--- config.mk ---
export PLATFORM = sky130hd
export DESIGN_NAME = q24_front
export DESIGN_NICKNAME = d
export VERILOG_FILES = /design/src/rtl/q24_8_fixed_point_alu_core_macros.svh /design/src/rtl/q24_pkg.sv /design/src/rtl/q24_front.sv
export SDC_FILE = /design/constraint.sdc
export NUM_CORES = 2
export LEC_CHECK = 0
export BUFFER_PORTS_ARGS = -buffer_cell sky130_fd_sc_hd__buf_2
export CAP_MARGIN = 10
export CORE_ASPECT_RATIO = 0.7
export CORE_MARGIN = 2
export CORE_UTILIZATION = 45
export DETAILED_ROUTE_END_ITERATION = 7
export PLACE_DENSITY = 0.69
export SLEW_MARGIN = 10
export SYNTH_ARGS = -nofsm -noshare
export SYNTH_HDL_FRONTEND = slang
export SYNTH_SLANG_ARGS = --single-unit
--- constraint.sdc ---
create_clock -name clk -period 6.89 [get_ports clk]
set_input_delay 1.7225 -clock clk [delete_from_list [all_inputs] [get_ports clk]]
set_output_delay 1.7225 -clock clk [all_outputs]
set_load 0.1 [all_outputs]
--- src/rtl/q24_8_fixed_point_alu_core_macros.svh ---
// assertion helpers used by the alu core
`ifndef Q24_8_FIXED_POINT_ALU_CORE_MACROS_SVH
`define Q24_8_FIXED_POINT_ALU_CORE_MACROS_SVH

// same-cycle implication, sampled on clk, off during reset
`define Q24_ASSERT_IMP(lbl, ante, cons, msg) \
	lbl: assert property (@(posedge clk) disable iff (!arst_n) (ante) |-> (cons)) \
		else $error(msg);

// implication on a past value at a fixed distance
`define Q24_ASSERT_PAST(lbl, ante, sig, n, msg) \
	lbl: assert property (@(posedge clk) disable iff (!arst_n) (ante) |-> $past(sig, n)) \
		else $error(msg);

`endif

--- src/rtl/q24_pkg.sv ---
package q24_pkg;

	localparam int FRAC_BITS = 8;
	localparam int DATA_W    = 32;
	localparam int NUM_W     = DATA_W + FRAC_BITS;
	localparam int DIV_STEPS = (NUM_W + 1) / 2;
	localparam int NUM_PAD_W = 2 * DIV_STEPS;
	localparam int REM_W     = DATA_W + 1;
	localparam int WIDE_W    = 64;
	// input register, three front stages, divider steps, output register
	localparam int PIPE_LAT  = DIV_STEPS + 5;

	localparam logic [DATA_W-1:0] MAX_POS = 32'h7fff_ffff;
	localparam logic [DATA_W-1:0] MIN_NEG = 32'h8000_0000;

	typedef enum logic [3:0] {
		CMD_ADD     = 4'd0,
		CMD_SUB     = 4'd1,
		CMD_MUL     = 4'd2,
		CMD_DIV     = 4'd3,
		CMD_GT      = 4'd4,
		CMD_LT      = 4'd5,
		CMD_GE      = 4'd6,
		CMD_LE      = 4'd7,
		CMD_EQ      = 4'd8,
		CMD_NE      = 4'd9,
		CMD_MIN     = 4'd10,
		CMD_MAX     = 4'd11,
		CMD_INC     = 4'd12,
		CMD_DEC     = 4'd13,
		CMD_TOINT   = 4'd14,
		CMD_FROMINT = 4'd15
	} cmd_t;

	typedef enum logic [1:0] {
		ST_OK   = 2'd0,
		ST_OVF  = 2'd1,
		ST_DIV0 = 2'd2
	} status_t;

	typedef struct packed {
		logic [DATA_W-1:0] res;
		status_t           st;
	} res_t;

	typedef struct packed {
		logic              valid;
		logic              is_mul;
		logic              is_div;
		logic              neg;
		logic [DATA_W-1:0] res;
		logic              cmp;
		status_t           st;
	} side_t;

	typedef struct packed {
		logic [REM_W-1:0]     rem;
		logic [NUM_PAD_W-1:0] num;
		logic [DATA_W-1:0]    den;
	} div_t;

	function automatic res_t sat33(input logic [DATA_W:0] v);
		res_t r;
		if (v[DATA_W] != v[DATA_W-1]) begin
			r.res = v[DATA_W] ? MIN_NEG : MAX_POS;
			r.st  = ST_OVF;
		end else begin
			r.res = v[DATA_W-1:0];
			r.st  = ST_OK;
		end
		return r;
	endfunction

	// signed magnitude to 32 bits with saturation
	function automatic res_t sat_mag(input logic neg, input logic [WIDE_W-1:0] m);
		res_t r;
		r.st = ST_OK;
		if (neg) begin
			if (m > {{(WIDE_W-DATA_W){1'b0}}, MIN_NEG}) begin
				r.res = MIN_NEG;
				r.st  = ST_OVF;
			end else begin
				r.res = ~m[DATA_W-1:0] + {{(DATA_W-1){1'b0}}, 1'b1};
			end
		end else begin
			if (m > {{(WIDE_W-DATA_W){1'b0}}, MAX_POS}) begin
				r.res = MAX_POS;
				r.st  = ST_OVF;
			end else begin
				r.res = m[DATA_W-1:0];
			end
		end
		return r;
	endfunction

endpackage

--- src/rtl/q24_front.sv ---
module q24_front (
	input  logic                           clk,
	input  logic                           arst_n,
	input  logic                           valid_s1,
	input  q24_pkg::cmd_t                  cmd_s1,
	input  logic signed [q24_pkg::DATA_W-1:0] a_s1,
	input  logic signed [q24_pkg::DATA_W-1:0] b_s1,
	output q24_pkg::side_t                 side_s4,
	output q24_pkg::div_t                  div_s4
);

	q24_pkg::side_t side_c, side_s2, side_s3;
	logic [q24_pkg::DATA_W-1:0] mag_a, mag_b, mag_a_s2, mag_b_s2, mag_a_s3, den_s3;
	logic [q24_pkg::WIDE_W-1:0] prod_s3;
	logic [q24_pkg::NUM_W-1:0]  fi;
	logic [q24_pkg::WIDE_W-1:0] mul_m;
	q24_pkg::res_t              sr, mr;

	assign mag_a = a_s1[q24_pkg::DATA_W-1] ? (~a_s1 + 1'b1) : a_s1;
	assign mag_b = b_s1[q24_pkg::DATA_W-1] ? (~b_s1 + 1'b1) : b_s1;
	assign fi    = {a_s1, {q24_pkg::FRAC_BITS{1'b0}}};

	always_comb begin
		side_c        = '0;
		side_c.valid  = valid_s1;
		side_c.neg    = a_s1[q24_pkg::DATA_W-1] ^ b_s1[q24_pkg::DATA_W-1];
		side_c.st     = q24_pkg::ST_OK;
		sr            = '0;
		case (cmd_s1)
			q24_pkg::CMD_ADD: begin
				sr = q24_pkg::sat33({a_s1[q24_pkg::DATA_W-1], a_s1}
					+ {b_s1[q24_pkg::DATA_W-1], b_s1});
				side_c.res = sr.res;
				side_c.st  = sr.st;
			end
			q24_pkg::CMD_SUB: begin
				sr = q24_pkg::sat33({a_s1[q24_pkg::DATA_W-1], a_s1}
					- {b_s1[q24_pkg::DATA_W-1], b_s1});
				side_c.res = sr.res;
				side_c.st  = sr.st;
			end
			q24_pkg::CMD_MUL: side_c.is_mul = 1'b1;
			q24_pkg::CMD_DIV: begin
				if (b_s1 == '0) side_c.st = q24_pkg::ST_DIV0;
				else side_c.is_div = 1'b1;
			end
			q24_pkg::CMD_GT:  side_c.cmp = a_s1 > b_s1;
			q24_pkg::CMD_LT:  side_c.cmp = a_s1 < b_s1;
			q24_pkg::CMD_GE:  side_c.cmp = a_s1 >= b_s1;
			q24_pkg::CMD_LE:  side_c.cmp = a_s1 <= b_s1;
			q24_pkg::CMD_EQ:  side_c.cmp = a_s1 == b_s1;
			q24_pkg::CMD_NE:  side_c.cmp = a_s1 != b_s1;
			q24_pkg::CMD_MIN: side_c.res = (a_s1 < b_s1) ? a_s1 : b_s1;
			q24_pkg::CMD_MAX: side_c.res = (a_s1 > b_s1) ? a_s1 : b_s1;
			q24_pkg::CMD_INC: begin
				sr = q24_pkg::sat33({a_s1[q24_pkg::DATA_W-1], a_s1} + 33'd1);
				side_c.res = sr.res;
				side_c.st  = sr.st;
			end
			q24_pkg::CMD_DEC: begin
				sr = q24_pkg::sat33({a_s1[q24_pkg::DATA_W-1], a_s1} - 33'd1);
				side_c.res = sr.res;
				side_c.st  = sr.st;
			end
			q24_pkg::CMD_TOINT: side_c.res = a_s1 >>> q24_pkg::FRAC_BITS;
			default: begin
				// fits when the bits shifted past the sign all match it
				if (~|fi[q24_pkg::NUM_W-1:q24_pkg::DATA_W-1]
						|| &fi[q24_pkg::NUM_W-1:q24_pkg::DATA_W-1]) begin
					side_c.res = fi[q24_pkg::DATA_W-1:0];
				end else begin
					side_c.res = a_s1[q24_pkg::DATA_W-1] ? q24_pkg::MIN_NEG : q24_pkg::MAX_POS;
					side_c.st  = q24_pkg::ST_OVF;
				end
			end
		endcase
	end

	// round half away from zero on the product magnitude
	assign mul_m = (prod_s3 + ({{(q24_pkg::WIDE_W-1){1'b0}}, 1'b1}
		<< (q24_pkg::FRAC_BITS - 1))) >> q24_pkg::FRAC_BITS;
	assign mr = q24_pkg::sat_mag(side_s3.neg, mul_m);

	always_ff @(posedge clk or negedge arst_n) begin
		if (!arst_n) begin
			side_s2 <= '0;
			side_s3 <= '0;
			side_s4 <= '0;
		end else begin
			side_s2 <= side_c;
			side_s3 <= side_s2;
			side_s4.valid  <= side_s3.valid;
			side_s4.is_mul <= side_s3.is_mul;
			side_s4.is_div <= side_s3.is_div;
			side_s4.neg    <= side_s3.neg;
			side_s4.cmp    <= side_s3.cmp;
			side_s4.res    <= side_s3.is_mul ? mr.res : side_s3.res;
			side_s4.st     <= side_s3.is_mul ? mr.st : side_s3.st;
		end
	end

	always_ff @(posedge clk) begin
		mag_a_s2 <= mag_a;
		mag_b_s2 <= mag_b;

		prod_s3  <= mag_a_s2 * mag_b_s2;
		mag_a_s3 <= mag_a_s2;
		den_s3   <= mag_b_s2;

		div_s4.rem     <= '0;
		div_s4.num     <= {{(q24_pkg::NUM_PAD_W-q24_pkg::NUM_W){1'b0}}, mag_a_s3,
			{q24_pkg::FRAC_BITS{1'b0}}};
		div_s4.den     <= den_s3;
	end

endmodule

# Word-level counts from Yosys, hierarchy flattened
# Index checks and enable logic that the tools add are counted.
classes:
  eq_ne: 20
  n_addsub: 8
  mux: 29
  reduce_logical: 8
  order_cmp: 6
  multipliers: 1
  bitwise_logic: 4
ops:
  columns: ["op", "n"]
  rows:
  - ["$mux W32", 11]
  - ["$pmux W32 S8", 1]
  - ["$mux W34", 5]
  - ["$add A32 B1 Y32 const B", 3]
  - ["$not A32 Y32", 3]
  - ["$add A64 B8 Y64 const B", 1]
  - ["$mul A32 B32 Y64", 1]
  - ["$mux W31", 2]
  - ["$gt A56 B31 Y1 const B", 1]
  - ["$gt A56 B32 Y1 const B", 1]
  - ["$add A32 B2 Y33 const B", 1]
  - ["$add A32 B32 Y33", 1]
  - ["$sub A32 B2 Y33 const B", 1]
  - ["$sub A32 B32 Y33", 1]
  - ["$eq A32 B32 Y1", 1]
  - ["$ge A32 B32 Y1", 1]
  - ["$gt A32 B32 Y1", 1]
  - ["$le A32 B32 Y1", 1]
  - ["$logic_not A32 Y1", 1]
  - ["$lt A32 B32 Y1", 1]
  - ["$ne A32 B32 Y1", 1]
  - ["$eq A4 B4 Y1 const B", 7]
  - ["$eq A4 B3 Y1 const B", 4]
  - ["$pmux W2 S6", 1]
  - ["14 further kinds", 24]
totals:
  out_inout_bits: 144
  wordCells: 106
  regBits: 373

# Longest topological paths before layout
logic_depth:
  word_depth: 6
  ltp_mapped: 29
  mapped_depth_nobuf: 28

# Worst setup path before layout
# No wires, ideal clock.
synth_path:
  kind: "register to register"
  start: "register mag_b_s2[6] in the netlist's numbering"
  end: "register prod_s3[58] in the netlist's numbering"
  n_path_buf: 1
  path_stages_with_launch: 26
  setup_ns: 0.115
  required_time_ns: 6.775
  path_slack_ns: -0.598
  arrival_time_ns: 7.372
  path_cell_list: "dfxtp_1 clkbuf_1 and2_1 fa_1 fa_1 fa_1 inv_1 fa_1 inv_1 fa_1 fa_1 fa_1 inv_1 fa_1 inv_1 ha_1 and3_1 and2_1 a221oi_1 nor2_1 a211oi_1 o21ai_0 a31oi_1 o21ai_1 or4_1 and3_1"
synth_via:
  elab_chain_cells: 1
synth_rtl:
  columns: ["item", "line", "source"]
  rows:
  - ["from (decl)", "q24_front.sv:13", "logic [q24_pkg::DATA_W-1:0] mag_a, mag_b, mag_a_s2, mag_b_s2, mag_a_s3, den_s3;"]
  - ["from (signal assigned)", "q24_front.sv:104", "mag_b_s2 <= mag_b;"]
  - ["$mul A32 B32 Y64", "q24_front.sv:106", "prod_s3 <= mag_a_s2 * mag_b_s2;"]
  - ["to (signal assigned)", "q24_front.sv:106", null]
  - ["to (decl)", "q24_front.sv:14", "logic [q24_pkg::WIDE_W-1:0] prod_s3;"]
# Every way passes these cells.
# A chain may end at the register's enable or synchronous reset.

# Worst setup path in the final report
layout_path:
  start: "register mag_b_s2[8] in the netlist's numbering"
  end: "register prod_s3[58] in the netlist's numbering"
# The elaborated chain is that of the path after synthesis.

==> metrics.md <==
| Metric | Value |
|---|---|
| Max Clock Skew | 0.0404 ns |
| Top post-synthesis cells by area | fa_1, dfxtp_1, ha_1, and2_1, inv_1 |
| Synth Instances | 5963 |
| CP Launch Type | flip-flop |
| Top Family by Delay on Critical Path | adder cells |
| Total GRT Usage | 0.287 |
| First-pass GRT wire length | 269 mm |
| Seq/Total Area, Yosys | 0.148 |
| Hold Slack | 0.310 ns |
| WP buf/inv | 9 |
| Initial Util | 0.455 |
| I/O Buffers | 173 |
| Worst EP required | 7.41 ns |
| Hold path depth | 0 |
| Post-synth cell types | 94 |
| Detailed Place HPWL | 142 mm |
| Row cnt | 105 |
| Wire length per cell | 22.0 um |
| Final min period | 7.60 ns |
| Final setup fails | 33 |
| Layout cell share with drive strength beyond 1 | 0.167 |
| Syn Area/Cell | 8.94 um2 |
| Failing checks | negative setup slack |
| Cell taking the most area after synthesis | fa_1 |
| Final wirelength | 174 mm |
| Clock latency on the worst-skew pair | 0.65 ns |
| Outcome | finished, violations left |
| # H-tree levels | 2 |
| Synthesized flop and latch total | 366 |
| Most used cell, CP | fa_1 |
| Unrepaired setup endpoints after global routing | yes |
| Mapped Area | 53300 um2 |
| CP Class | reg2reg |
| Crit path capture type | flip-flop |
| Nets | 7658 |
| Worst-path fanout max | 4 |
| Routed vias | 44500 |
| Synth top area share | 0.337 |
| Hold Buf Count CTS | 0 |
| Worst path depth | 29 |
| Top FF cell, synth | dfxtp_1 |
| CTS tree | yes |
| Clk sinks | 366 |
| Drt via density | 5.60 |
| Non-filler cells, final | 7947 |
| Synth Warn # | 0 |
| Final worst slack | -0.713 ns |
| Ys async rst share | 0.320 |
| Final Hold Fails | 0 |
| Max-cap violations | 0 |
| Die width | 415 um |
| Clock-pin slew on the worst setup and hold paths | 0.07 ns |
| Core Util, Final | 0.532 |
| Max clock buf depth | 3 |
| Slew at the pin closest to its max-slew limit | 1.17 ns |
| Num ports | 215 |
| Max transition margin | 0.209 |
| Initial antenna violation count | 15 |
| WP data arrival | 8.12 ns |
| DR iter-0 viols | 5080 |
| Class of the worst hold path | reg2reg |
| Max incr delay on CP | 0.56 ns |
| TritonCTS Buffers | 41 |
| Root buf cell | clkbuf_16 |
| Routed Antenna Nets | 0 |
| Die height | 292 um |
| Number of flops mapped to enable cells by yosys | 0 |
| R2r worst-path depth | 29 |
| DRC errors left | 0 |
| Crit-path slowest cell | fa_1 |
| Slew Viols, Final | 0 |
| CORE AREA | 117000 um2 |
| Period utilization | 1.10 |
| Synth-to-layout area growth | 16.9% |
| Vias in the first global route | 44700 |
| Grt ovf | 0 |
| Drt pass-1 iters | 6 |
| Gpl congestion | 1.01 |
| Placed insts | 7829 |
| Die area | 121000 um2 |
| Fmax | 132 MHz |
| Largest net degree at the start of global routing | 71 |
## timing repair
action,in CTS,in global routing
setup buffers,11,28
gates resized for setup,132,160
endpoints found under the setup margin,46,46
pin swaps,94,172
cloned,3,2
## through the flow
step                instance area, um2  setup TNS, ns  setup WS [ns]
finish                           62400         -13.02         -0.713
global route                     62400         -19.46         -0.942
CTS                              61500         -10.64         -0.601
detailed placement               59400         -18.20         -0.741
global placement                 59400         -14.36         -0.664
floorplan                        53800         -0.132         -0.132
## final cells by class
| class | instances | area [um2] |
|---|---|---|
| diodes | 4 | 10.0 |
| clock buffers | 49 | 1120 |
| clock inverters | 27 | 354 |
| fillers | 10400 | 55000 |
| inverters | 1008 | 3780 |
| multi-input cells | 4232 | 41100 |
| flip-flops and latches | 366 | 7970 |
| well taps | 1551 | 1940 |
| repair buffers | 710 | 6050 |
## state kept, by name, indices dropped and copies added, names as in the netlist
signal	flops
side_s2	39
mag_a_s2	32
mag_a_s3	32
side_s4	39
den_s3	32
side_s3	39
div_s4	64
mag_b_s2	32
prod_s3	57
## path summary, 6_finish.rpt
check                                          start                     to  slack, ns
max in group asynchronous                     arst_n  side_s4[17]$_DFF_PN0_       4.56
min in group asynchronous                     arst_n  side_s3[36]$_DFF_PN0_       1.07
worst max register to register   mag_b_s2[8]$_DFF_P_    prod_s3[58]$_DFF_P_      -0.71
worst min-delay path            mag_a_s3[15]$_DFF_P_     div_s4[55]$_DFF_P_       0.31
worst min register to register  mag_a_s3[15]$_DFF_P_     div_s4[55]$_DFF_P_       0.31
worst max-delay path             mag_b_s2[8]$_DFF_P_    prod_s3[58]$_DFF_P_      -0.71
## cell usage in the layout (no fill, tap or decap), types with 72 or more instances in the layout
| cell | instances |
|---|---|
| inv_1 | 967 |
| fa_1 | 869 |
| nand2_1 | 631 |
| and2_1 | 588 |
| buf_4 | 424 |
| ha_1 | 301 |
| dfxtp_1 | 225 |
| a21oi_1 | 195 |
| nor2_1 | 184 |
| xnor2_1 | 178 |
| buf_2 | 172 |
| dfrtp_1 | 117 |
| nand3_1 | 92 |
| o21ai_0 | 89 |
| buf_12 | 72 |
## routing by layer
layer | wire, um | share of wire | GRT usage | vias to the layer above
met4 | 5190 | 0.030 | 0.0729 | 4
met2 | 74300 | 0.43 | 0.420 | 2199
met3 | 18600 | 0.11 | 0.0680 | 298
met5 | 23 | 0.00013 | 0 | -
met1 | 76400 | 0.44 | 0.424 | 22500
li1 | - | - | - | 19500
## cell families after synthesis
logic type | share of synthesized area
AND/OR/NAND/NOR | 0.187
flip-flops | 0.148
other | 0.0000703
AO/OA/AOI/OAI | 0.0914
adder cells (fa/ha/maj) | 0.415
multiplexers | 0.0146
XOR/XNOR | 0.0411
buffers and inverters | 0.103
## cells in the mapped netlist, drive strengths merged (80+ instances only)
library cell,number
a21oi,214
dfrtp,117
ha,331
nor2,196
nand3,96
nand2,636
clkbuf,325
inv,1006
xnor2,181
fa,897
o21ai,106
and2,622
nor3,80
dfxtp,249
Power is not shown: default switching activity piles up to over one toggle a cycle in this logic, so the estimate is an artifact.
