`config.mk`:
```
export PLATFORM = sky130hd
export DESIGN_NAME = q24_div_step
export DESIGN_NICKNAME = d
export VERILOG_FILES = /design/src/rtl/q24_8_fixed_point_alu_core_macros.svh /design/src/rtl/q24_pkg.sv /design/src/rtl/q24_div_step.sv
export SDC_FILE = /design/constraint.sdc
export NUM_CORES = 1
export LEC_CHECK = 0
export BUFFER_PORTS_ARGS = -buffer_cell sky130_fd_sc_hd__buf_2
export CAP_MARGIN = 20
export CORE_AREA = 2 2 126 128
export DETAILED_ROUTE_END_ITERATION = 10
export DIE_AREA = 0 0 128 130
export MAX_ROUTING_LAYER = met4
export PLACE_DENSITY = 0.86
export SLEW_MARGIN = 25
export SYNTH_ARGS = -nofsm -noshare
export SYNTH_HDL_FRONTEND = slang
export SYNTH_SLANG_ARGS = --single-unit
```
`constraint.sdc`:
```
create_clock -name clk -period 0.8 [get_ports clk]
set_input_delay 0.12 -clock clk [delete_from_list [all_inputs] [get_ports clk]]
set_output_delay 0.12 -clock clk [all_outputs]
set_load 0.03 [all_outputs]
```
`src/rtl/q24_8_fixed_point_alu_core_macros.svh`:
```
// assertion helpers used by the alu core
`ifndef Q24_8_FIXED_POINT_ALU_CORE_MACROS_SVH
`define Q24_8_FIXED_POINT_ALU_CORE_MACROS_SVH

// same-cycle implication, sampled on clk, off during reset
`define Q24_ASSERT_IMP(lbl, ante, cons, msg) \
	lbl: assert property (@(posedge clk) disable iff (!arst_n) (ante) |-> (cons)) \
		else $error(msg);

// implication on a past value at a fixed distance
`define Q24_ASSERT_PAST(lbl, ante, sig, n, msg) \
	lbl: assert property (@(posedge clk) disable iff (!arst_n) (ante) |-> $past(sig, n)) \
		else $error(msg);

`endif

```
`src/rtl/q24_pkg.sv`:
```
package q24_pkg;

	localparam int FRAC_BITS = 8;
	localparam int DATA_W    = 32;
	localparam int NUM_W     = DATA_W + FRAC_BITS;
	localparam int DIV_STEPS = (NUM_W + 1) / 2;
	localparam int NUM_PAD_W = 2 * DIV_STEPS;
	localparam int REM_W     = DATA_W + 1;
	localparam int WIDE_W    = 64;
	// input register, three front stages, divider steps, output register
	localparam int PIPE_LAT  = DIV_STEPS + 5;

	localparam logic [DATA_W-1:0] MAX_POS = 32'h7fff_ffff;
	localparam logic [DATA_W-1:0] MIN_NEG = 32'h8000_0000;

	typedef enum logic [3:0] {
		CMD_ADD     = 4'd0,
		CMD_SUB     = 4'd1,
		CMD_MUL     = 4'd2,
		CMD_DIV     = 4'd3,
		CMD_GT      = 4'd4,
		CMD_LT      = 4'd5,
		CMD_GE      = 4'd6,
		CMD_LE      = 4'd7,
		CMD_EQ      = 4'd8,
		CMD_NE      = 4'd9,
		CMD_MIN     = 4'd10,
		CMD_MAX     = 4'd11,
		CMD_INC     = 4'd12,
		CMD_DEC     = 4'd13,
		CMD_TOINT   = 4'd14,
		CMD_FROMINT = 4'd15
	} cmd_t;

	typedef enum logic [1:0] {
		ST_OK   = 2'd0,
		ST_OVF  = 2'd1,
		ST_DIV0 = 2'd2
	} status_t;

	typedef struct packed {
		logic [DATA_W-1:0] res;
		status_t           st;
	} res_t;

	typedef struct packed {
		logic              valid;
		logic              is_mul;
		logic              is_div;
		logic              neg;
		logic [DATA_W-1:0] res;
		logic              cmp;
		status_t           st;
	} side_t;

	typedef struct packed {
		logic [REM_W-1:0]     rem;
		logic [NUM_PAD_W-1:0] num;
		logic [DATA_W-1:0]    den;
	} div_t;

	function automatic res_t sat33(input logic [DATA_W:0] v);
		res_t r;
		if (v[DATA_W] != v[DATA_W-1]) begin
			r.res = v[DATA_W] ? MIN_NEG : MAX_POS;
			r.st  = ST_OVF;
		end else begin
			r.res = v[DATA_W-1:0];
			r.st  = ST_OK;
		end
		return r;
	endfunction

	// signed magnitude to 32 bits with saturation
	function automatic res_t sat_mag(input logic neg, input logic [WIDE_W-1:0] m);
		res_t r;
		r.st = ST_OK;
		if (neg) begin
			if (m > {{(WIDE_W-DATA_W){1'b0}}, MIN_NEG}) begin
				r.res = MIN_NEG;
				r.st  = ST_OVF;
			end else begin
				r.res = ~m[DATA_W-1:0] + {{(DATA_W-1){1'b0}}, 1'b1};
			end
		end else begin
			if (m > {{(WIDE_W-DATA_W){1'b0}}, MAX_POS}) begin
				r.res = MAX_POS;
				r.st  = ST_OVF;
			end else begin
				r.res = m[DATA_W-1:0];
			end
		end
		return r;
	endfunction

endpackage

```
`src/rtl/q24_div_step.sv`:
```
module q24_div_step (
	input  logic           clk,
	input  logic           arst_n,
	input  q24_pkg::side_t side_in,
	input  q24_pkg::div_t  div_in,
	output q24_pkg::side_t side_out,
	output q24_pkg::div_t  div_out
);

	logic [q24_pkg::REM_W-1:0]     r, t;
	logic [q24_pkg::NUM_PAD_W-1:0] n;
	logic                          q;

	// two restoring steps; quotient bits shift into the low end of num
	always_comb begin
		r = div_in.rem;
		n = div_in.num;
		t = '0;
		q = 1'b0;
		for (int i = 0; i < 2; i++) begin
			t = {r[q24_pkg::REM_W-2:0], n[q24_pkg::NUM_PAD_W-1]};
			q = t >= {1'b0, div_in.den};
			r = q ? (t - {1'b0, div_in.den}) : t;
			n = {n[q24_pkg::NUM_PAD_W-2:0], q};
		end
	end

	always_ff @(posedge clk or negedge arst_n) begin
		if (!arst_n) side_out <= '0;
		else side_out <= side_in;
	end

	always_ff @(posedge clk) begin
		div_out.rem <= r;
		div_out.num <= n;
		div_out.den <= div_in.den;
	end

endmodule

```
==> results summary, run 1 <==
The quantity of I/O buffers inserted on ports came out at 288. The total clock sinks came out at 144. The register bit total from synthesis came out at 144.

The buffer cell driving the clock tree root is sky130_fd_sc_hd__clkbuf_16. The vertical die dimension is 130 um. The Yosys warning count came out at 0. The flow stopped in 5_1_grt. Timing analysis after detailed placement gives a worst setup slack of -4.12 ns.

The average cell area after synthesis is 10.5 um^2. The number of buffers on the longest clock path is 2. For this configuration, the core starts out at a cell density of 48.8%. The first error in the log reads "[ERROR GRT-0232] Routing congestion too high. Check the congestion heatmap in the GUI". The floorplan has 46 rows. Counting every instance in the synthesized netlist gives 716. The aggregate global routing overflow is 139. For this run, the total global-route usage over all layers was measured as 78.2%. The area of the mapped netlist came out at 7520 um^2. The fraction of registers with async set or reset after synthesis is 27.1%. The sum of net half-perimeters after detailed placement is 20600 um.

The run stopped with a tool error. The standard cell area after detailed placement came out at 11300 um^2. The H-tree level count came out at 4. After the last repair the worst path ends at a sequential cell input. The overall die width came out at 128 um. The sequential share of the synthesized area is 40.9%.

Synthesis instantiated 69 different standard cells from the library. The global-route repair_timing pass left the worst setup endpoint at div_out[90]$_DFF_P_/D. The most frequently used flop master after synthesis is sky130_fd_sc_hd__dfxtp_1.

The net count of the mapped netlist came out at 928. Entering global routing, the biggest net connects 40 pins. The placer congestion estimate came out at 0.911. The number of ports placed on the die boundary came out at 290. The number of flops mapped to enable cells by yosys came out at 0. The number of buffers inserted during clock tree synthesis came out at 17.
Yosys cell counts, types with 3 or more instances:
| cell | n | area (um^2) |
|---|---|---|
| sky130_fd_sc_hd__a211oi_1 | 11 | 82.6 |
| sky130_fd_sc_hd__nor2_1 | 23 | 86.3 |
| sky130_fd_sc_hd__o211ai_1 | 3 | 22.5 |
| sky130_fd_sc_hd__a211o_1 | 6 | 52.6 |
| sky130_fd_sc_hd__xnor2_1 | 39 | 342 |
| sky130_fd_sc_hd__nand3_1 | 12 | 60.1 |
| sky130_fd_sc_hd__o21bai_1 | 8 | 60.1 |
| sky130_fd_sc_hd__nand2b_1 | 13 | 81.3 |
| sky130_fd_sc_hd__dfxtp_1 | 105 | 2100 |
| sky130_fd_sc_hd__clkbuf_1 | 3 | 11.3 |
| sky130_fd_sc_hd__nor3b_1 | 3 | 22.5 |
| sky130_fd_sc_hd__a21boi_0 | 3 | 22.5 |
| sky130_fd_sc_hd__nand4_1 | 10 | 62.6 |
| sky130_fd_sc_hd__or2_2 | 3 | 18.8 |
| sky130_fd_sc_hd__dfrtp_1 | 39 | 976 |
| sky130_fd_sc_hd__nor3_1 | 20 | 100 |
| sky130_fd_sc_hd__a31oi_1 | 4 | 25.0 |
| sky130_fd_sc_hd__a21oi_1 | 56 | 280 |
| sky130_fd_sc_hd__a21o_1 | 23 | 173 |
| sky130_fd_sc_hd__nand2_1 | 26 | 97.6 |
| sky130_fd_sc_hd__mux2_2 | 26 | 293 |
| sky130_fd_sc_hd__mux2_4 | 29 | 435 |
| sky130_fd_sc_hd__and2_1 | 3 | 18.8 |
| sky130_fd_sc_hd__o21a_1 | 15 | 113 |
| sky130_fd_sc_hd__or3_1 | 4 | 25.0 |
| sky130_fd_sc_hd__buf_6 | 4 | 45.0 |
| sky130_fd_sc_hd__o31ai_1 | 3 | 22.5 |
| sky130_fd_sc_hd__o2111ai_1 | 3 | 26.3 |
| sky130_fd_sc_hd__and3_1 | 8 | 50.1 |
| sky130_fd_sc_hd__inv_1 | 45 | 169 |
| sky130_fd_sc_hd__o21ai_0 | 35 | 175 |
| sky130_fd_sc_hd__ha_1 | 64 | 801 |
| sky130_fd_sc_hd__xor2_1 | 14 | 123 |
| sky130_fd_sc_hd__nor2b_1 | 7 | 43.8 |
cell families after synthesis:
family / synth area share, %
multiplexers: 9.81
flip-flops: 40.9
buffers and inverters: 3.34
AND/OR/NAND/NOR: 10.9
AO/OA/AOI/OAI: 17.7
XOR/XNOR: 6.17
adder cells (fa/ha/maj): 11.2
layer usage:
layer / track usage [%] / overflow
met5: - / -
met4: 84.6 / 52
met3: 57.0 / 2
met2: 97.0 / 82
met1: 73.5 / 3
timing repair:
action	in CTS
pin swaps	28
gates resized for setup	442
setup buffers	24
gates cloned	2
endpoints found under the setup margin	179
hold endpoints to repair	149
hold buffers	111
through the flow:
stage               instances  hold slack [ns]
CTS                      1613           0.0774
detailed placement       1444            0.117
global placement         1444            0.113
floorplan                 716           -0.176
==> run 2, diff against run 1 <==
- CORE_AREA: 2 2 126 128 -> 2 2 150 152
- DIE_AREA: 0 0 128 130 -> 0 0 152 154
- MAX_ROUTING_LAYER: met4 -> unset
- PLACE_DENSITY: 0.86 -> unset
- PLACE_DENSITY_LB_ADDON: unset -> 0.15
==> run 2 against run 1 <==
Effect of this change: the flow now finishes, with violations (negative setup slack); synthesized cell count is the same; synthesized area did not move.
==> results summary, run 2 <==
The post-layout minimum cycle time came out at 4.38 ns. sky130_fd_sc_hd__dfxtp_1 is the most common cell in the netlist. The pin count of the biggest net entering global routing came out at 33.

The first-pass GRT wire length came out at 45900 um. The total power density per cell area came out at 2370 nW/um^2. The post-CTS clock slew at the launch and capture registers of the worst setup and hold paths came out at 0.07 ns.

The synthesized-area fraction occupied by xor and xnor cells is 6.17% (unchanged). The number of ports placed on the die boundary is 290 (unchanged). The share of synthesized cell area in full adder, half adder and majority cells came out at 11.2% (unchanged).

The largest registers in the layout are div_out x105, side_out x39. The aggregate global routing overflow is 0. TritonCTS built the clock tree. The checks that failed: negative setup slack.

The most frequent standard cell in the layout excluding fill and tap cells is sky130_fd_sc_hd__buf_4. Data on the critical path is required at its endpoint by 1.13 ns. The number of global-route vias before repair is 8645. The area fraction in compound gates after synthesis is 17.7% (unchanged). The max capacitance violation total is 0. The total clock sinks was 144 (unchanged).

The initial antenna violation count came out at 1. Setup repair after global routing could not meet its margin everywhere. The synthesis-to-layout area growth came out at 97.3%.

The maximum fanout along the worst path came out at 5. The Yosys warning count was 0 (unchanged). The number of buffers inserted during clock tree synthesis was 17 (unchanged). The most frequently used flop master after synthesis is sky130_fd_sc_hd__dfxtp_1. The flow ran to the end, but the final reports show violations.

The net count of the mapped netlist is 928 (unchanged). The register bit total from synthesis came to 144 (unchanged). The number of flops mapped to enable cells by yosys came out at 0 (unchanged). The effective utilization at floorplan is 34.7% (-14 points). The placer congestion estimate came to 0.849 (-6.8%). The total power is 35.2 mW. The area fraction of the dominant cell type after synthesis is 27.9% (unchanged).

In the layout the commonest cells are sky130_fd_sc_hd__buf_4, sky130_fd_sc_hd__buf_6, sky130_fd_sc_hd__buf_2, sky130_fd_sc_hd__dlygate4sd3_1, sky130_fd_sc_hd__dfxtp_2. The signal arrival time at the worst endpoint is 4.71 ns. The total DRC errors in the routed layout came out at 0. After the last flow step, the layout net total stands at 1630. The final standard cell count with taps included and fillers excluded came out at 1712. The fraction of synthesized area in multiplexers came out at 9.81% (unchanged). div_out holds more flip-flops than any other register. The overall die width came out at 152 um (+19%). The worst slack at placement came out at -4.30 ns (-0.180 ns).

The total area inside the core boundary comes to 21700 um^2. Dividing the final minimum period by the clock period gives 547%. The number of slew-limit violations in the final report came out at 0. Setup total negative slack on the finished layout was measured at -151.14 ns. The H-tree level count was 4 (unchanged). The row count was 54 (+17%). The largest total area in the synthesized netlist belongs to sky130_fd_sc_hd__dfxtp_1. The count of cell types in the netlist is 69 (unchanged). The leakage power figure came out at 7.16 nW.

The hold-critical path endpoint is div_out[72]. The worst hold path passes through 4 cells. Across all layers, the routed design uses 8200 vias. The transition time of the tightest slew-check pin is 0.400 ns. The average wire length per cell after detail routing came out at 17.5 um. The overall track demand over capacity in global routing is 24.8%.

Ranked by total cell area, the synthesized netlist is headed by sky130_fd_sc_hd__dfxtp_1, sky130_fd_sc_hd__dfrtp_1, sky130_fd_sc_hd__ha_1. The first TritonRoute pass finished after 5 iterations. The minimum setup slack in the final design is -3.58 ns. The sequential share of the synthesized area came out at 40.9% (unchanged). The post-route netlist has 60.9% of its cells at a drive strength greater than 1. The vertical die dimension came out at 154 um (+18%).

The setup-violating endpoint count in the final report is 179. The upper clock frequency limit is 0.228 GHz. The sum of net half-perimeters after detailed placement came to 21300 um (+3.7%). The area of the die is 23400 um^2.

The startpoint of the lowest-slack hold path is div_in[70]. The detailed-route wire length came out at 29900 um. The starting DRC count in detailed routing is 272. The quantity of I/O buffers inserted on ports is 288 (unchanged). The number of hold-slack violations in the final timing report came out at 0.

The peak supply drop is 1.46 mV. The fraction of the mapped netlist area in simple logic gates was 10.9% (unchanged). The worst setup path is of the in2reg kind. The via-per-instance ratio is 4.79. The worst slew margin relative to its limit came out at 73.2%.

The count of nets left with antenna violations after detail routing is 0. The main combinational cell family by area after synthesis is compound AO/OA/AOI/OAI gates. Cells fill 68.4% of the core in the end. The tree is rooted in a sky130_fd_sc_hd__clkbuf_16. The worst setup path is captured at a flop. The area of the mapped netlist is 7520 um^2 (unchanged). The post-synthesis cell count came out at 716 (unchanged). The average cell area after synthesis is 10.5 um^2 (unchanged). The flip-flop count of the largest register after layout came out at 105. The min-delay analysis places its worst path in the category in2reg. The worst setup path is launched from a primary input. The total placed cells including tap cells came to 1550 (+7.3%). In the synthesized netlist, the cells that appear most often are sky130_fd_sc_hd__dfxtp_1, sky130_fd_sc_hd__ha_1, sky130_fd_sc_hd__a21oi_1, sky130_fd_sc_hd__inv_1.

The number of buffers on the longest clock path is 2 (unchanged). The fraction of registers with async set or reset after synthesis came to 27.1% (unchanged).
run 2: cell counts after synthesis:
Identical to the previous run, type by type.
run 2: routing by layer:
| metal | share of wire (%) | up-vias | GRT usage (%) |
|---|---|---|---|
| met4 | 3.3 | 0 | 10.1 |
| met3 | 5.4 | 54 | 4.93 |
| met5 | 0 | - | 0 |
| li1 | - | 4015 | - |
| met1 | 42 | 3850 | 29.9 |
| met2 | 49 | 281 | 43.4 |
run 2: repair_timing:
action                     4_1_cts  5_1_grt
hold endpoints to repair       148        0
hold buffers                   110        0
resized for setup              429       38
cloned                           1        1
pin swaps                       18       30
buffers inserted                12        7
setup endpoints to repair      179      179
run 2: per-stage QoR:
stage	hold slack [ns]	instance area, um^2
2_1_floorplan	-0.176	7780
3_5_place_dp	-0.0163	11600
3_3_place_gp	-0.0148	11600
4_1_cts	0.0271	14600
5_1_grt	0.0537	14800
6_report	0.0403	14800
run 2: cell type report:
type	count	area [um^2]
Multi-Input combinational cell	517	4720
Antenna cell	1	2.50
Clock inverter	15	183
Timing Repair Buffer	691	5760
Clock buffer	17	425
Tap cell	280	350
Inverter	46	186
Fill cell	1633	6850
Timing Repair inverter	1	6.26
Sequential cell	144	3210
run 2: power by group:
| part | switching [mW] | total (mW) | internal [mW] |
|---|---|---|---|
| Clock | 3.93 | 8.19 | 4.26 |
| Sequential | 0.659 | 9.27 | 8.61 |
| Combinational | 8.33 | 17.8 | 9.43 |
run 2: logic make-up after synthesis:
kind of cell,after synthesis
buffers and inverters,55
DFF,144
xor gates and xnor gates,53
muxes,56
AOI/OAI and AO/OA,197
and+or+nand+nor,145
adders and majority gates,66
run 2: critical path: stages:
cell                         delay [ns]
sky130_fd_sc_hd__buf_8             0.08
sky130_fd_sc_hd__clkinvlp_4        0.09
sky130_fd_sc_hd__ha_4              0.23
sky130_fd_sc_hd__a211oi_2          0.19
sky130_fd_sc_hd__nor2_1            0.09
sky130_fd_sc_hd__or3_4             0.37
sky130_fd_sc_hd__o21ai_2           0.15
sky130_fd_sc_hd__o2111ai_2         0.13
sky130_fd_sc_hd__and3_4            0.24
sky130_fd_sc_hd__nor2_8            0.20
sky130_fd_sc_hd__inv_8             0.07
sky130_fd_sc_hd__mux2_4            0.31
sky130_fd_sc_hd__ha_1              0.33
sky130_fd_sc_hd__or4_4             0.53
sky130_fd_sc_hd__o21ai_2           0.12
sky130_fd_sc_hd__nor4b_4           0.07
sky130_fd_sc_hd__buf_4             0.17
sky130_fd_sc_hd__nor4b_4           0.36
sky130_fd_sc_hd__nor3_4            0.07
sky130_fd_sc_hd__a21oi_2           0.15
sky130_fd_sc_hd__a2111oi_2         0.09
sky130_fd_sc_hd__o211a_1           0.25
sky130_fd_sc_hd__a311oi_2          0.28
run 2: worst max-delay path by stage:
stage	startpoint	to	slack (ns)	depth (start not counted)
2_1_floorplan	div_in[10]	div_out[76]	-3.72	23
3_3_place_gp	div_in[6]	div_out[104]	-4.16	23
3_5_place_dp	div_in[71]	div_out[104]	-4.30	23
4_1_cts	div_in[26]	div_out[104]	-3.47	23
5_1_grt	div_in[71]	div_out[82]	-3.72	26
6_report	div_in[10]	div_out[104]	-3.58	23
Note: power is estimated with default switching activity, not from simulation.
==> run 3, diff against run 2 <==
- CORE_AREA: 2 2 150 152 -> 2 2 137 139
- DIE_AREA: 0 0 152 154 -> 0 0 139 141
- SETUP_SLACK_MARGIN: unset -> 0.2
==> run 3 against run 2 <==
Effect of this change: sequential power shrank 0.5%; routed wire length grew 4.4%; design area shrank 1.3%; the flow still finishes with violations (negative setup slack); fmax shrank 2.5%; cell count shrank 3.6%.
==> results summary, run 3 (synthesized netlist as in run 2, its figures left out) <==
The final-stage net count was 1614 (-0.98%). The flip-flop count of the largest register after layout came to 105 (unchanged). The largest registers in the layout are div_out x105, side_out x39.

The count of nets left with antenna violations after detail routing came out at 0 (unchanged). The first-pass GRT wire length came out at 47500 um (+3.3%). The most frequent standard cell in the layout excluding fill and tap cells is sky130_fd_sc_hd__buf_4. TritonCTS built the clock tree.

The net switching power came out at 13.2 mW (+2.0%). The layout cell share with drive strength beyond 1 was 59.2% (-1.6 points). The sequential cell fraction of total power came out at 25.8% (-0.5 points). The count of vias placed by the detailed router is 8339 (+1.7%). The overall track demand over capacity in global routing came out at 31.3% (+6.4 points). The worst setup path is captured at a flop. The effective utilization at floorplan is 41.2% (+6.5 points). The average wire length per cell after detail routing is 18.9 um (+8.3%). The number of buffers on the longest clock path is 2 (unchanged). The minimum setup slack in the final design is -3.69 ns (-0.114 ns). The placer congestion estimate came to 0.896 (+5.6%).

The worst slew margin relative to its limit came out at 69.4% (-3.8 points). The signal arrival time at the worst endpoint came out at 4.82 ns (+0.11 ns). The startpoint-to-endpoint class of the critical path is in2reg.

The post-CTS clock slew at the launch and capture registers of the worst setup and hold paths is 0.07 ns (about the same). The vertical die dimension came out at 141 um (-8.4%). The transition time of the tightest slew-check pin came out at 0.455 ns (+0.0547 ns). The standard cell area after detailed placement came out at 11300 um^2 (-2.3%). The number of hold-slack violations in the final timing report is 0 (unchanged). The critical path data required time was 1.13 ns (about the same). The total internal power came out at 22.6 mW (+1.2%).

The area of all placed cells without fillers came out at 14600 um^2 (-1.3%). The total power density per cell area came out at 2440 nW/um^2 (+2.8%). The checks that failed: negative setup slack. The count of filler cells inserted in the layout came out at 1099 (-33%). The placeable core area came out at 18300 um^2 (-16%). The final setup TNS is -156.03 ns (-4.89 ns). The row count is 50 (-7.4%). The leakage power figure is 7.15 nW (-0.13%). The max capacitance violation total was 0 (unchanged).

The buffer cell driving the clock tree root is sky130_fd_sc_hd__clkbuf_16. The sum of net half-perimeters after detailed placement is 20400 um (-4.3%). The detailed-route wire length is 31200 um (+4.4%). The class of the worst hold path is in2reg.

The run finished, with violations left. The H-tree level count was 4 (unchanged). The aggregate global routing overflow is 0 (unchanged).

Setup repair after global routing could not meet its margin everywhere. The part of the cycle the worst path needs is 562% (+14 points). The setup-violating endpoint count in the final report is 179 (unchanged).

The peak supply drop is 1.81 mV (+24%). Leaving out fill and tap cells, the most frequent cells in the layout are sky130_fd_sc_hd__buf_4, sky130_fd_sc_hd__buf_6, sky130_fd_sc_hd__buf_2, sky130_fd_sc_hd__dlygate4sd3_1, sky130_fd_sc_hd__dfxtp_2. The number of global-route vias before repair is 8696 (+0.59%). The initial antenna violation count came out at 2 (+1). The power share of the combinational group came out at 51.3% (+0.9 points). The number of iterations in the first detailed-routing pass came out at 5 (unchanged). The worst hold slack across all endpoints came out at 0.0819 ns (+0.0416 ns). The post-layout minimum cycle time is 4.49 ns (+0.114 ns).

The area of the die is 19600 um^2 (-16%). The pin count of the biggest net entering global routing came out at 40 (+21%). The quantity of I/O buffers inserted on ports is 288 (unchanged).

The number of slew-limit violations in the final report is 0 (unchanged). The starting DRC count in detailed routing came to 339 (+25%). The total power is 35.7 mW (+1.4%). The maximum fanout along the worst path is 6 (+1). The number of buffers inserted during clock tree synthesis is 17 (unchanged). The clock power share is 22.9% (-0.4 points). The worst setup path is launched from a primary input. The synthesis-to-layout area growth came out at 94.7%.

The share of total power consumed by net switching is 36.9% (+0.18 points). The number of ports placed on the die boundary is 290 (unchanged). The total clock sinks is 144 (unchanged). The total DRC errors in the routed layout is 0 (unchanged). The via-per-instance ratio came out at 5.05 (+5.5%).

More flip-flops sit in one register than any other, and that register is div_out. The upper clock frequency limit came out at 0.223 GHz (-2.5%). The overall die width came out at 139 um (-8.6%).
-- run 3: cell count changes in the layout (fill, tap and decap cells not counted), sizes merged --
cell,previous run,this run
buf,580,564
clkbuf,18,17
clkinv,6,7
dlymetal6s4s,0,1
inv,54,53
-- run 3: layout make-up --
class                   instances  area (um^2)  share of cell area (%)
multi-input cells             517         4660                    31.8
clock buffers                  17          425                    2.90
repair buffers                675         5680                    38.8
well taps                     234          293                    2.00
clock inverters                15          183                    1.25
inverters                      46          184                    1.26
diodes                          1         2.50                  0.0171
flip-flops and latches        144         3210                    21.9
repair inverters                1         11.3                  0.0769
-- run 3: worst max-delay path: stages --
cell and delay (ns):
sky130_fd_sc_hd__buf_2 0.11, sky130_fd_sc_hd__inv_1 0.13, sky130_fd_sc_hd__ha_4 0.23, sky130_fd_sc_hd__a211o_1 0.32
sky130_fd_sc_hd__a21oi_2 0.19, sky130_fd_sc_hd__o2bb2ai_2 0.18, sky130_fd_sc_hd__o2111ai_2 0.17, sky130_fd_sc_hd__and3_4 0.23
sky130_fd_sc_hd__nor2_8 0.18, sky130_fd_sc_hd__inv_8 0.07, sky130_fd_sc_hd__mux2_4 0.31, sky130_fd_sc_hd__ha_1 0.30
sky130_fd_sc_hd__buf_4 0.16, sky130_fd_sc_hd__a211oi_1 0.27, sky130_fd_sc_hd__o21bai_1 0.17, sky130_fd_sc_hd__o211ai_1 0.31
sky130_fd_sc_hd__a21oi_2 0.13, sky130_fd_sc_hd__buf_4 0.15, sky130_fd_sc_hd__buf_4 0.12, sky130_fd_sc_hd__buf_6 0.13
sky130_fd_sc_hd__a211o_1 0.32, sky130_fd_sc_hd__buf_4 0.14, sky130_fd_sc_hd__xor2_1 0.13, sky130_fd_sc_hd__mux2_4 0.25
-- run 3: timing repair --
item	CTS	global route
hold buffers	111	0
hold endpoints to repair	149	0
gates cloned	3	0
pin swaps	16	23
setup buffers	20	7
endpoints found under the setup margin	179	180
gates resized for setup	425	31
-- run 3: layer usage --
layer / track usage [%] / part of all wire (%) / up-vias
met5: 0 / 0 / -
met1: 35.6 / 39 / 3931
met3: 6.69 / 5.9 / 81
met2: 56.3 / 51 / 333
met4: 14.0 / 4.4 / 0
li1: - / - / 3994
-- run 3: path summary, 6_finish.rpt --
| path | from | to | depth (start not counted) |
|---|---|---|---|
| max in group asynchronous | arst_n | side_out[24] | 3 |
| max | div_in[14] | div_out[95] | 24 |
| min | div_in[75] | div_out[77] | 3 |
| min in group asynchronous | arst_n | side_out[25] | 3 |
-- run 3: metrics by stage --
| stage | util, % | instances | setup slack [ns] |
|---|---|---|---|
| final | 80.2 | 1650 | -3.69 |
| after detailed placement | 62.1 | 1476 | -4.10 |
| after floorplan | - | 716 | -3.72 |
| after global routing | 80.2 | 1650 | -3.83 |
| after global placement | 62.1 | 1476 | -4.07 |
| after CTS | 79.2 | 1642 | -3.54 |
-- run 3: power by group through the flow --
| stage | clock [mW] | sequential [mW] | combinational (mW) |
|---|---|---|---|
| 3_3_place_gp | 0 | 8.80 | 14.6 |
| 5_1_grt | 8.63 | 9.32 | 19.3 |
| 3_5_place_dp | 0 | 8.79 | 14.7 |
| 6_report | 8.18 | 9.22 | 18.3 |
| 2_1_floorplan | 0 | 11.2 | 6.69 |
| 4_1_cts | 8.26 | 9.15 | 17.5 |
